==> config.mk <==
export PLATFORM = sky130hd
export DESIGN_NAME = syllable_code_expander_unit_flat
export DESIGN_NICKNAME = d
export VERILOG_FILES = /design/src/rtl/sce_pkg.sv /design/src/rtl/sce_if.sv /design/src/rtl/syllable_code_expander_unit.sv /design/src/flat_wrapper.sv
export SDC_FILE = /design/constraint.sdc
export NUM_CORES = 2
export LEC_CHECK = 0
export BUFFER_PORTS_ARGS = -buffer_cell sky130_fd_sc_hd__buf_2
export CORE_MARGIN = 2
export CORE_UTILIZATION = 40
export CTS_CLUSTER_SIZE = 10
export DETAILED_ROUTE_END_ITERATION = 8
export GPL_TIMING_DRIVEN = 0
export PLACE_DENSITY = 0.53
export SLEW_MARGIN = 20
export SYNTH_ARGS = -nofsm -noshare
export SYNTH_HDL_FRONTEND = slang
export SYNTH_SLANG_ARGS = --single-unit
==> constraint.sdc <==
create_clock -name clk_i -period 6.1 [get_ports clk_i]
set_input_delay 1.22 -clock clk_i [delete_from_list [all_inputs] [get_ports clk_i]]
set_output_delay 1.22 -clock clk_i [all_outputs]
set_load 0.05 [all_outputs]
==> src/rtl/sce_pkg.sv <==
// Shared constants, types and helpers for the syllable code expander.
`timescale 1ns / 1ps
`default_nettype none

package sce_pkg;

  // Table geometry
  localparam int ENTRIES    = 15;
  localparam int MAX_CHARS  = 10;
  localparam int TABLE_SIZE = 2 * ENTRIES * MAX_CHARS;
  localparam int ADDR_W     = $clog2(TABLE_SIZE);
  localparam int POS_W      = (MAX_CHARS > 1) ? $clog2(MAX_CHARS) : 1;

  // Result queue geometry
  localparam int FIFO_DEPTH = 4;
  localparam int PTR_W      = $clog2(FIFO_DEPTH);
  localparam int CNT_W      = $clog2(FIFO_DEPTH + 2);

  typedef logic [ADDR_W-1:0] addr_t;
  typedef logic [POS_W-1:0]  pos_t;
  typedef logic [7:0]        char_t;

  // Request types
  localparam logic REQ_WRITE  = 1'b0;
  localparam logic REQ_DECODE = 1'b1;

  // Character constants
  localparam char_t CHAR_SPACE = 8'h20;
  localparam char_t CHAR_NUL   = 8'h00;

  // Table selector, also the emission phase
  typedef enum logic {
    PH_CONS = 1'b0,
    PH_VOW  = 1'b1
  } phase_e;

  typedef struct packed {
    char_t out_char;
    logic  last_char;
  } out_item_t;

  // Start address of one entry in the shared table memory
  function automatic addr_t tbl_base(logic sel, logic [3:0] idx);
    int flat;
    flat = (int'(sel) * ENTRIES + int'(idx)) * MAX_CHARS;
    return addr_t'(flat);
  endfunction

  // Nibble selects an entry when it is 1..ENTRIES
  function automatic logic nib_ok(logic [3:0] nib);
    return (nib != 4'd0) && (nib <= 4'(ENTRIES));
  endfunction

endpackage

`default_nettype wire

==> src/rtl/sce_if.sv <==
// Request and result channel interfaces of the syllable code expander.
`timescale 1ns / 1ps
`default_nettype none

interface sce_in_if;
  logic       valid;
  logic       ready;
  logic       req_type;
  logic       table_sel;
  logic [3:0] entry_index;
  logic [3:0] char_pos;
  logic [7:0] char_value;
  logic [7:0] code_byte;

  modport source (output valid, req_type, table_sel, entry_index, char_pos, char_value,
                  code_byte, input ready);
  modport sink (input valid, req_type, table_sel, entry_index, char_pos, char_value,
                code_byte, output ready);
endinterface

interface sce_out_if;
  logic       valid;
  logic       ready;
  logic [7:0] out_char;
  logic       last_char;

  modport source (output valid, out_char, last_char, input ready);
  modport sink (input valid, out_char, last_char, output ready);
endinterface

`default_nettype wire

==> src/rtl/syllable_code_expander_unit.sv <==
// Syllable code expander: table memory, read sequencer and result queue.
//
// Usage
//   in_i carries requests. A write request (req_type 0) stores one character
//   of one consonant or vowel entry in the table memory; it gives no result.
//   A decode request (req_type 1) expands one code byte into characters on
//   out_o, one result per character, last_char set on the final one. A code
//   byte of zero gives one space.
//   A write request is stored in the table memory when it is accepted. A
//   decode request makes one table read per character plus one per entry
//   that ends on a zero beyond its first position. The next request is
//   taken only once the decode has finished. Read data passes through a
//   hold register into the result queue. The memory port sets the rate:
//   one table read and one character per cycle while the queue has room.
//   in_i.ready is high whenever no decode is in progress; the next request
//   is taken while earlier characters still sit in the four-entry result
//   queue.
//   When out_o stalls, the queue fills and the sequencer holds off further
//   table reads until there is room; nothing is dropped.
//   Reset clears the sequencer and the queue. The table memory is not
//   cleared; each entry must be fully written before it is decoded.
`timescale 1ns / 1ps
`default_nettype none

module syllable_code_expander_unit (
  input  wire        clk_i,
  input  wire        rst_ni,
  sce_in_if.sink     in_i,
  sce_out_if.source  out_o
);
  import sce_pkg::*;

  typedef enum logic [1:0] {
    ST_IDLE = 2'b01,
    ST_RUN  = 2'b10
  } state_e;

  localparam pos_t LAST_POS = pos_t'(MAX_CHARS - 1);

  // Control state
  state_e     state_q, state_d;
  logic       rd_v_q;
  logic       cur_live_q, cur_live_d;
  logic       hold_v_q, hold_v_d;
  logic [PTR_W-1:0] wr_ptr_q, rd_ptr_q;
  logic [CNT_W-1:0] fifo_cnt_q, fifo_cnt_d;

  // Payload state
  phase_e     cur_ph_q, cur_ph_d;
  pos_t       cur_pos_q, cur_pos_d;
  phase_e     rd_ph_q;
  pos_t       rd_pos_q;
  char_t      rd_data_q;
  char_t      hold_q, hold_d;
  addr_t      cons_base_q, cons_base_d;
  addr_t      vow_base_q, vow_base_d;
  logic       vow_ok_q, vow_ok_d;
  out_item_t  fifo_q [FIFO_DEPTH];

  // Table memory
  char_t      mem_q [TABLE_SIZE];

  logic       in_acc, acc_wr, acc_dec;
  logic       mem_we;
  addr_t      wr_addr, rd_addr;
  logic       run, term, issue, fin, fin_push, ret_push, push, pop;
  phase_e     eff_ph, nxt_ph;
  pos_t       eff_pos, nxt_pos;
  logic       eff_live, nxt_live;
  logic [3:0] hi_nib, lo_nib;
  logic       hi_ok, lo_ok;
  out_item_t  push_item;

  // Request handshake
  assign in_i.ready = (state_q == ST_IDLE);
  assign in_acc     = in_i.valid && in_i.ready;
  assign acc_wr     = in_acc && (in_i.req_type == REQ_WRITE);
  assign acc_dec    = in_acc && (in_i.req_type == REQ_DECODE);

  // Table write path
  assign mem_we  = acc_wr && (in_i.entry_index < 4'(ENTRIES)) &&
                   ({1'b0, in_i.char_pos} < 5'(MAX_CHARS));
  assign wr_addr = tbl_base(in_i.table_sel, in_i.entry_index) + addr_t'(in_i.char_pos);

  // Code byte decode
  assign hi_nib = in_i.code_byte[7:4];
  assign lo_nib = in_i.code_byte[3:0];
  assign hi_ok  = nib_ok(hi_nib);
  assign lo_ok  = nib_ok(lo_nib);

  assign run = (state_q == ST_RUN);

  // A zero beyond the first position ends the entry being read
  assign term = rd_v_q && (rd_pos_q != '0) && (rd_data_q == CHAR_NUL);

  // Read cursor: skip the rest of an entry on its terminator, then advance
  always_comb begin
    eff_ph   = cur_ph_q;
    eff_pos  = cur_pos_q;
    eff_live = cur_live_q;
    if (term) begin
      eff_ph   = PH_VOW;
      eff_pos  = '0;
      eff_live = (rd_ph_q == PH_CONS) && vow_ok_q;
    end
    nxt_ph   = eff_ph;
    nxt_pos  = eff_pos + pos_t'(1);
    nxt_live = eff_live;
    if (eff_pos == LAST_POS) begin
      nxt_ph   = PH_VOW;
      nxt_pos  = '0;
      nxt_live = (eff_ph == PH_CONS) && vow_ok_q;
    end
  end

  // Issue a read only when the queue can take the character it displaces
  assign issue   = run && eff_live &&
                   ((fifo_cnt_q + CNT_W'(rd_v_q)) < CNT_W'(FIFO_DEPTH));
  assign rd_addr = ((eff_ph == PH_VOW) ? vow_base_q : cons_base_q) + addr_t'(eff_pos);

  // Finish: nothing left to read; the held character is the last one
  assign fin      = run && !eff_live && !rd_v_q;
  assign fin_push = fin && hold_v_q && (fifo_cnt_q < CNT_W'(FIFO_DEPTH));

  // Returned character displaces the held one, which is then not last
  assign ret_push = rd_v_q && !term && hold_v_q;

  assign push      = ret_push || fin_push;
  assign push_item = '{out_char: hold_q, last_char: fin_push};
  assign pop       = out_o.valid && out_o.ready;

  // Next state of sequencer and hold register
  always_comb begin
    state_d     = state_q;
    cur_ph_d    = cur_ph_q;
    cur_pos_d   = cur_pos_q;
    cur_live_d  = cur_live_q;
    hold_d      = hold_q;
    hold_v_d    = hold_v_q;
    cons_base_d = cons_base_q;
    vow_base_d  = vow_base_q;
    vow_ok_d    = vow_ok_q;

    unique case (state_q)
      ST_IDLE: begin
        if (acc_dec) begin
          state_d     = ST_RUN;
          cons_base_d = tbl_base(PH_CONS, hi_nib - 4'd1);
          vow_base_d  = tbl_base(PH_VOW, lo_nib - 4'd1);
          vow_ok_d    = lo_ok;
          cur_pos_d   = '0;
          if (in_i.code_byte == 8'h00) begin
            hold_d     = CHAR_SPACE;
            hold_v_d   = 1'b1;
            cur_live_d = 1'b0;
            cur_ph_d   = PH_CONS;
          end else if (hi_ok) begin
            cur_ph_d   = PH_CONS;
            cur_live_d = 1'b1;
          end else begin
            cur_ph_d   = PH_VOW;
            cur_live_d = lo_ok;
          end
        end
      end
      ST_RUN: begin
        if (issue) begin
          cur_ph_d   = nxt_ph;
          cur_pos_d  = nxt_pos;
          cur_live_d = nxt_live;
        end else begin
          cur_ph_d   = eff_ph;
          cur_pos_d  = eff_pos;
          cur_live_d = eff_live;
        end
        if (rd_v_q && !term) begin
          hold_d   = rd_data_q;
          hold_v_d = 1'b1;
        end else if (fin_push) begin
          hold_v_d = 1'b0;
        end
        if (fin && (!hold_v_q || fin_push)) begin
          state_d = ST_IDLE;
        end
      end
      default: begin
        state_d = ST_IDLE;
      end
    endcase
  end

  assign fifo_cnt_d = fifo_cnt_q + CNT_W'(push) - CNT_W'(pop);

  // Control registers
  always_ff @(posedge clk_i or negedge rst_ni) begin
    if (!rst_ni) begin
      state_q    <= ST_IDLE;
      rd_v_q     <= 1'b0;
      cur_live_q <= 1'b0;
      hold_v_q   <= 1'b0;
      wr_ptr_q   <= '0;
      rd_ptr_q   <= '0;
      fifo_cnt_q <= '0;
    end else begin
      state_q    <= state_d;
      rd_v_q     <= issue;
      cur_live_q <= cur_live_d;
      hold_v_q   <= hold_v_d;
      fifo_cnt_q <= fifo_cnt_d;
      if (push) begin
        wr_ptr_q <= wr_ptr_q + PTR_W'(1);
      end
      if (pop) begin
        rd_ptr_q <= rd_ptr_q + PTR_W'(1);
      end
    end
  end

  // Payload registers
  always_ff @(posedge clk_i) begin
    cur_ph_q    <= cur_ph_d;
    cur_pos_q   <= cur_pos_d;
    hold_q      <= hold_d;
    cons_base_q <= cons_base_d;
    vow_base_q  <= vow_base_d;
    vow_ok_q    <= vow_ok_d;
    if (issue) begin
      rd_ph_q  <= eff_ph;
      rd_pos_q <= eff_pos;
    end
    if (push) begin
      fifo_q[wr_ptr_q] <= push_item;
    end
  end

  // Table memory: one write port, one registered read port
  always_ff @(posedge clk_i) begin
    if (mem_we) begin
      mem_q[wr_addr] <= in_i.char_value;
    end
    if (issue) begin
      rd_data_q <= mem_q[rd_addr];
    end
  end

  // Result channel
  assign out_o.valid     = (fifo_cnt_q != '0);
  assign out_o.out_char  = fifo_q[rd_ptr_q].out_char;
  assign out_o.last_char = fifo_q[rd_ptr_q].last_char;

  // Checks
  a_no_overflow: assert property (@(posedge clk_i) disable iff (!rst_ni)
    push |-> (fifo_cnt_q < CNT_W'(FIFO_DEPTH)))
    else $error("result queue overflow");

  a_read_while_run: assert property (@(posedge clk_i) disable iff (!rst_ni)
    rd_v_q |-> (state_q == ST_RUN))
    else $error("table read returned outside a decode");

  a_last_ends_decode: assert property (@(posedge clk_i) disable iff (!rst_ni)
    fin_push |=> (state_q == ST_IDLE) && !hold_v_q)
    else $error("decode did not end after its last character");

  a_idle_clean: assert property (@(posedge clk_i) disable iff (!rst_ni)
    in_i.ready |-> (!rd_v_q && !hold_v_q))
    else $error("request taken with a decode still in flight");

endmodule

`default_nettype wire

==> src/flat_wrapper.sv <==
// flat-port wrapper written by rule: the top's interface ports become plain ports
module syllable_code_expander_unit_flat import sce_pkg::*;
  (clk_i, rst_ni, in_i_valid, in_i_req_type, in_i_table_sel, in_i_entry_index, in_i_char_pos, in_i_char_value, in_i_code_byte, in_i_ready, out_o_valid, out_o_out_char, out_o_last_char, out_o_ready);
  sce_in_if in_i_i ();
  sce_out_if out_o_i ();
  input  wire clk_i;
  input  wire rst_ni;
  input wire logic [$bits(in_i_i.valid)-1:0] in_i_valid;
  input wire logic [$bits(in_i_i.req_type)-1:0] in_i_req_type;
  input wire logic [$bits(in_i_i.table_sel)-1:0] in_i_table_sel;
  input wire logic [$bits(in_i_i.entry_index)-1:0] in_i_entry_index;
  input wire logic [$bits(in_i_i.char_pos)-1:0] in_i_char_pos;
  input wire logic [$bits(in_i_i.char_value)-1:0] in_i_char_value;
  input wire logic [$bits(in_i_i.code_byte)-1:0] in_i_code_byte;
  output wire logic [$bits(in_i_i.ready)-1:0] in_i_ready;
  output wire logic [$bits(out_o_i.valid)-1:0] out_o_valid;
  output wire logic [$bits(out_o_i.out_char)-1:0] out_o_out_char;
  output wire logic [$bits(out_o_i.last_char)-1:0] out_o_last_char;
  input wire logic [$bits(out_o_i.ready)-1:0] out_o_ready;
  assign in_i_i.valid = in_i_valid;
  assign in_i_i.req_type = in_i_req_type;
  assign in_i_i.table_sel = in_i_table_sel;
  assign in_i_i.entry_index = in_i_entry_index;
  assign in_i_i.char_pos = in_i_char_pos;
  assign in_i_i.char_value = in_i_char_value;
  assign in_i_i.code_byte = in_i_code_byte;
  assign in_i_ready = in_i_i.ready;
  assign out_o_valid = out_o_i.valid;
  assign out_o_out_char = out_o_i.out_char;
  assign out_o_last_char = out_o_i.last_char;
  assign out_o_i.ready = out_o_ready;
  syllable_code_expander_unit u_core (.clk_i(clk_i), .rst_ni(rst_ni), .in_i(in_i_i), .out_o(out_o_i));
endmodule
# ---- Word level (Yosys, flattened, before mapping)
# Memory sizes are Yosys's and may differ from the RTL's. A register that Yosys moved wholly into a read port is not among the register bits.
# Index checks and enable logic that the tools add are counted.
dict set report classes {
  addsub 12
  n_mul 4
  div_mod_pow 0
  order_cmp 6
  eq_ne 8
  shift 0
  n_mux 36
  bitwise_logic 3
  reduce_logical 39
}
# op n
set ops {}
lappend ops {{32-bit by 4-bit multiplier with 8-bit output (second input constant)} 2}
lappend ops {{32-bit by 5-bit adder with 32-bit output} 1}
lappend ops {{8-bit two-way mux} 3}
lappend ops {{1-bit logical AND} 21}
lappend ops {{1-bit two-way mux} 20}
lappend ops {{9-bit by 4-bit adder with 9-bit output} 2}
lappend ops {{8-bit logical NOT} 2}
lappend ops {{4-bit two-way mux} 4}
lappend ops {{8-bit case mux with 2 select lines} 1}
lappend ops {{4-bit nonzero test} 3}
lappend ops {{9-bit two-way mux} 1}
lappend ops {{4-bit less-or-equal comparator (second input constant)} 2}
lappend ops {{4-bit < comparator (second input constant)} 2}
lappend ops {{2-bit inequality test (second input constant)} 4}
lappend ops {{4-bit case mux with 2 select lines} 1}
lappend ops {{4-bit AND reduction} 2}
lappend ops {{4-bit by 1-bit subtractor with 4-bit output (second input constant)} 2}
lappend ops {{4-bit by 3-bit multiplier with 7-bit output (second input constant)} 1}
lappend ops {{3-bit by 1-bit adder with 3-bit output} 2}
lappend ops {{3-bit < comparator (second input constant)} 2}
lappend ops {{1-bit case mux with 2 select lines} 3}
lappend ops {{2-bit AND reduction} 3}
lappend ops {{4-bit by 4-bit adder with 5-bit output (first input constant)} 1}
lappend ops {{1-bit by 4-bit multiplier with 5-bit output (second input constant)} 1}
lappend ops {{14 further kinds} 22}
dict set report word_totals {
  regBits 47
  latchBits 0
  ram_bits 2436
  mem_bits_ro 0
  in_bits 30
  out_inout_bits 11
  word_cells 125
  mem_count 2
}
# name depth width read_ports rd_clocked_by_memory_dff write_ports line
set memory_table {}
lappend memory_table {u_core.mem_q 300 8 1 1 1 syllable_code_expander_unit.sv:61} ;# char_t mem_q [TABLE_SIZE];
lappend memory_table {u_core.fifo_q 4 9 1 0 1 syllable_code_expander_unit.sv:58} ;# out_item_t fifo_q [FIFO_DEPTH];

# ---- Depth between registers and ports, before layout
dict set report logic_depth {
  depth_word 13
  mapped_depth 20
  depth_no_buf 17
}

# ---- Least setup slack after synthesis
# No wires, ideal clock.
dict set report synth_timing {
  path_type {input-to-reg}
  startpoint {input in_i_entry_index[0]}
  endpoint {memory u_core.mem_q[9][0] in the netlist's numbering, enable pin}
  t_arrival_ns 5.504
  t_required_ns 5.730
  slack_ns 0.226
  stages 17
  cell_sequence {ha_1 > fa_1 > a21o_1 > a21oi_1 > inv_1 > ha_1 > fa_1 > nand2_1 > o21bai_1 > a21o_1 > a32oi_1 > o211ai_1 > xnor2_1 > nor4bb_1 > nand2_1 > clkbuf_1 > nor2_1}
}
dict set report synth_between {
  elab_chain_len 5
  word_cells_on_any_way 8
}
# item line
set synth_rtl {}
lappend synth_rtl {{from (decl)} flat_wrapper.sv:11} ;# input wire logic [$bits(in_i_i.entry_index)-1:0] in_i_entry_index;
lappend synth_rtl {{parallel branches: the longest is 5 deep, another holds 32-bit by 5-bit adder with 32-bit output} --}
lappend synth_rtl {{to (decl)} syllable_code_expander_unit.sv:61}
# Several ways; the timed one is not identified.

# ---- Worst setup path in the final report
dict set report layout_timing {
  startpoint {register u_core.rd_pos_q[1]}
  endpoint {register u_core.rd_data_q[7], read port of u_core.mem_q (data pin)}
}
dict set report layout_between {
  elab_chain_len 6
  word_cells_on_any_way 10
}
# item line
set layout_rtl {}
lappend layout_rtl {{from (decl)} syllable_code_expander_unit.sv:52} ;# pos_t rd_pos_q;
lappend layout_rtl {{from (signal assigned)} syllable_code_expander_unit.sv:229} ;# rd_pos_q <= eff_pos;
lappend layout_rtl {{4-bit nonzero test (*)} syllable_code_expander_unit.sv:94} ;# assign term = rd_v_q && (rd_pos_q != '0) && (rd_data_q == CHAR_NUL);
lappend layout_rtl {{1-bit logical AND (*) (2 in series)} syllable_code_expander_unit.sv:94}
lappend layout_rtl {{1-bit two-way mux} syllable_code_expander_unit.sv:101} ;# if (term) begin
lappend layout_rtl {{9-bit two-way mux or 1-bit logical AND (tied branches)} {syllable_code_expander_unit.sv:119, syllable_code_expander_unit.sv:117}}
lappend layout_rtl {{9-bit by 4-bit adder with 9-bit output or 1-bit logical AND (tied branches)} {syllable_code_expander_unit.sv:119, syllable_code_expander_unit.sv:117}}
lappend layout_rtl {{to (decl)} syllable_code_expander_unit.sv:53} ;# char_t rd_data_q;
# Mark *: on every way between the ends. The rest lies on a longest branch, timed or not.
# A chain may end at the register's enable or synchronous reset.

==> run metrics <==
status=complete, but fails checks; failing checks=setup timing; WL/cell=41.9 µm; Synth Warn #=0; HPWL after DPL=245000 µm; setup violators final=18; Syn Std Cell Area=0.0978 mm²; CTS tree=built; final worst-path cycle share=102%; post-layout min period=6.21 ns; post-route ant nets=0; final hold violation count=0; commonest non-fill, non-tap cell in the layout=edfxtp_1; Syn Nets=4974; Post-synth EDFFs=2478; dpl ws=-2.41 ns; DR vias=54.7k; first-pass GRT wire length=475000 µm; crit-path max FO=10; cts hold-fix bufs=0; CP Launch Point=u_core.rd_pos_q[1]$_DFFE_PP_; Clock Path Buffers=4; Initial Util=40.2%; root buffer cell=clkbuf_16; Area Overhead vs Synth=16.8%; f_max=0.161 GHz; # DRC=0; register area share after synthesis=76.4%; io pins=41; most used cell, CP=nand2_1; setup_tns=-0.869 ns; number of port buffers=40; P_leak=0.0357 µW; Worst R2R Start=u_core.rd_pos_q[1]$_DFFE_PP_; GRT Residual Overflow=0; commonest non-fill, non-tap cells in the layout=edfxtp_1 (2478), mux4_2 (586), nand2_1 (371); post-synth cell types=65; num rows=181; Clock Skews=0.0655 ns; Async SR Flop Fraction=0.482%; gr usage total=28.7%; CP max stage delay=0.65 ns; initial antenna violation count=33; setup ws final=-0.110 ns; critical setup path kind=flop to flop; Yosys reg bits=2490; width of the die=498 µm; P per Cell Area=383 mW/mm²; cell breakdown of the critical path=or4_1 > a41oi_2 > buf_4 > nand2_1 > nand2_1 > ha_1 > inv_1 > fa_2 > clkbuf_8 > clkbuf_4 > clkbuf_2 > buf_12 > nand3_1 > o221ai_1 > a21oi_2 > a22oi_2 > and3_1; Min-Delay Path Class=primary input to asynchronous set/reset pin; Slew @ Worst Pin=1.44 ns; Avg Inst Size Synth=20.0 µm²; nets=5407; clk slew on worst S/H paths=0.06 ns; total CTS buffers=305; Post-synth top flop=edfxtp_1; Worst Setup End Kind=flop; Die Y-Extent=498 µm; First DRT Iteration DRCs=8617; Critical Path RT=6.84 ns; Final Slew Violations=0; RSZ-0062 raised after global routing=yes; largest net degree at the start of global routing=133; Worst IR Drop VDD=229 µV; die area=0.248 mm²; worst-skew pair later-pin latency=0.95 ns; startpoint types=flop; worst rel slew slack=3.56%; number of clock sinks=2490; Max-cap violations=0; cells after synthesis=4900; first-pass iteration count of the detailed router=8; Final GP Congestion=0.990; vias in the first global route=52.8k; layout cells sized above 1=29.4%; Vias/cell=6.35; CP max stage cell=fa_2; Worst Path Arrival=6.95 ns; core area=0.243 mm²; H-Tree Depth=5; Post-Route WL=361000 µm
==> routing by layer <==
layer | part of all wire [%] | wire length [µm] | GRT usage [%] | vias to the layer above
li1 | - | - | - | 20900
met4 | 6.3 | 22700 | 15.0 | 18
met1 | 37 | 135000 | 37.4 | 29300
met3 | 11 | 41100 | 8.79 | 875
met2 | 45 | 162000 | 43.4 | 3640
met5 | 0.068 | 246 | 0 | -
==> critical path, delay by kind of cell (launching register included) <==
| kind | cells | cell delay, ns |
|---|---|---|
| AOI/OAI and AO/OA | 4 | 1.43 |
| adders and majority gates | 2 | 0.82 |
| buffers and inverters | 6 | 1.71 |
| DFF | 1 | 0.39 |
| and+or+nand+nor | 5 | 1.58 |
==> cell usage after synthesis (all sizes together) (20+ instances only) <==
library cell	n	area share [%]
nor2	355	1.4
nor3	64	0.33
nand3	55	0.28
mux4	586	13
a21oi	110	0.56
and3	21	0.13
buf	95	0.49
ha	37	0.47
clkbuf	183	0.70
edfxtp	2478	76
nand2	380	1.5
o221ai	33	0.30
a31oi	30	0.19
mux2i	107	1.1
inv	32	0.12
xnor2	20	0.18
a22oi	61	0.47
==> logic make-up (layout without fill, tap and decap cells) <==
family	count (synthesis)	count (layout)	synth area share [%]
DFF	2490	2490	76.4
and+or+nand+nor	956	956	4.11
muxes	709	709	14.8
AOI/OAI and AO/OA	356	356	2.48
buffers and inverters	310	810	1.31
adders and majority gates	44	44	0.617
xor gates and xnor gates	35	35	0.313
other	0	16	0
==> flip-flops by register name, indices dropped and copies added, names as in the netlist <==
register / count
u_core.cons_base_q: 7
u_core.hold_q: 8
u_core.hold_v_q: 1
u_core.rd_ptr_q: 2
u_core.cur_pos_q: 4
u_core.rd_data_q: 8
u_core.cur_ph_q: 1
u_core.vow_base_q: 8
u_core.cur_live_q: 1
u_core.vow_ok_q: 1
u_core.fifo_q: 36
u_core.rd_pos_q: 4
u_core.rd_ph_q: 1
u_core.state_q: 2
u_core.mem_q: 2400
u_core.wr_ptr_q: 2
u_core.rd_v_q: 1
u_core.fifo_cnt_q: 3
==> repair_timing <==
item | CTS | global route
setup buffers | 4 | 4
endpoints found under the setup margin | 723 | 1616
gates resized for setup | 273 | 290
pin swaps | 6 | 7
==> report_power, final <==
group	switching, µW	internal [µW]	total [µW]
registers	58.9	18900	19000
logic	6470	2480	8950
clock network	6640	9210	15900
==> per-stage QoR <==
step / area, µm² / utilization (%) / cells / total power, µW / hold slack [ns]
CTS: 113000 / 46.6 / 8599 / 43300 / 0.127
floorplan: 97800 / - / 4900 / 22800 / 0.459
detailed placement: 104000 / 42.9 / 8227 / 27500 / 0.495
finish: 114000 / 47.0 / 8618 / 43800 / 0.156
global placement: 102000 / 41.9 / 8142 / 27100 / 0.471
global route: 114000 / 47.0 / 8604 / 44400 / 0.154
==> layout make-up <==
class / count / area (µm²)
clock buffer: 354 / 7980
tap: 3202 / 4010
fill: 20300 / 129000
timing repair buffer: 134 / 2220
inverter: 32 / 123
sequential: 2490 / 74700
multi-input combinational: 2100 / 23300
antenna: 16 / 40.0
clock inverter: 20 / 188
buffer: 270 / 1690
==> final timing paths <==
path | cells past startpoint | to | slack, ns
worst min-delay path | 1 | u_core.rd_ptr_q[1]$_DFFE_PN0P_ | 0.16
worst min register to register | 0 | u_core.fifo_q[2][2]$_DFFE_PP_ | 0.50
min in group clk_i | 0 | u_core.fifo_q[2][2]$_DFFE_PP_ | 0.50
max in group asynchronous | 1 | u_core.state_q[0]$_DFFE_PN1P_ | 5.63
worst max-delay path | 17 | u_core.rd_data_q[7]$_DFFE_PP_ | -0.11
worst max register to register | 17 | u_core.rd_data_q[7]$_DFFE_PP_ | -0.11
Note: power is estimated with default switching activity, not from simulation.
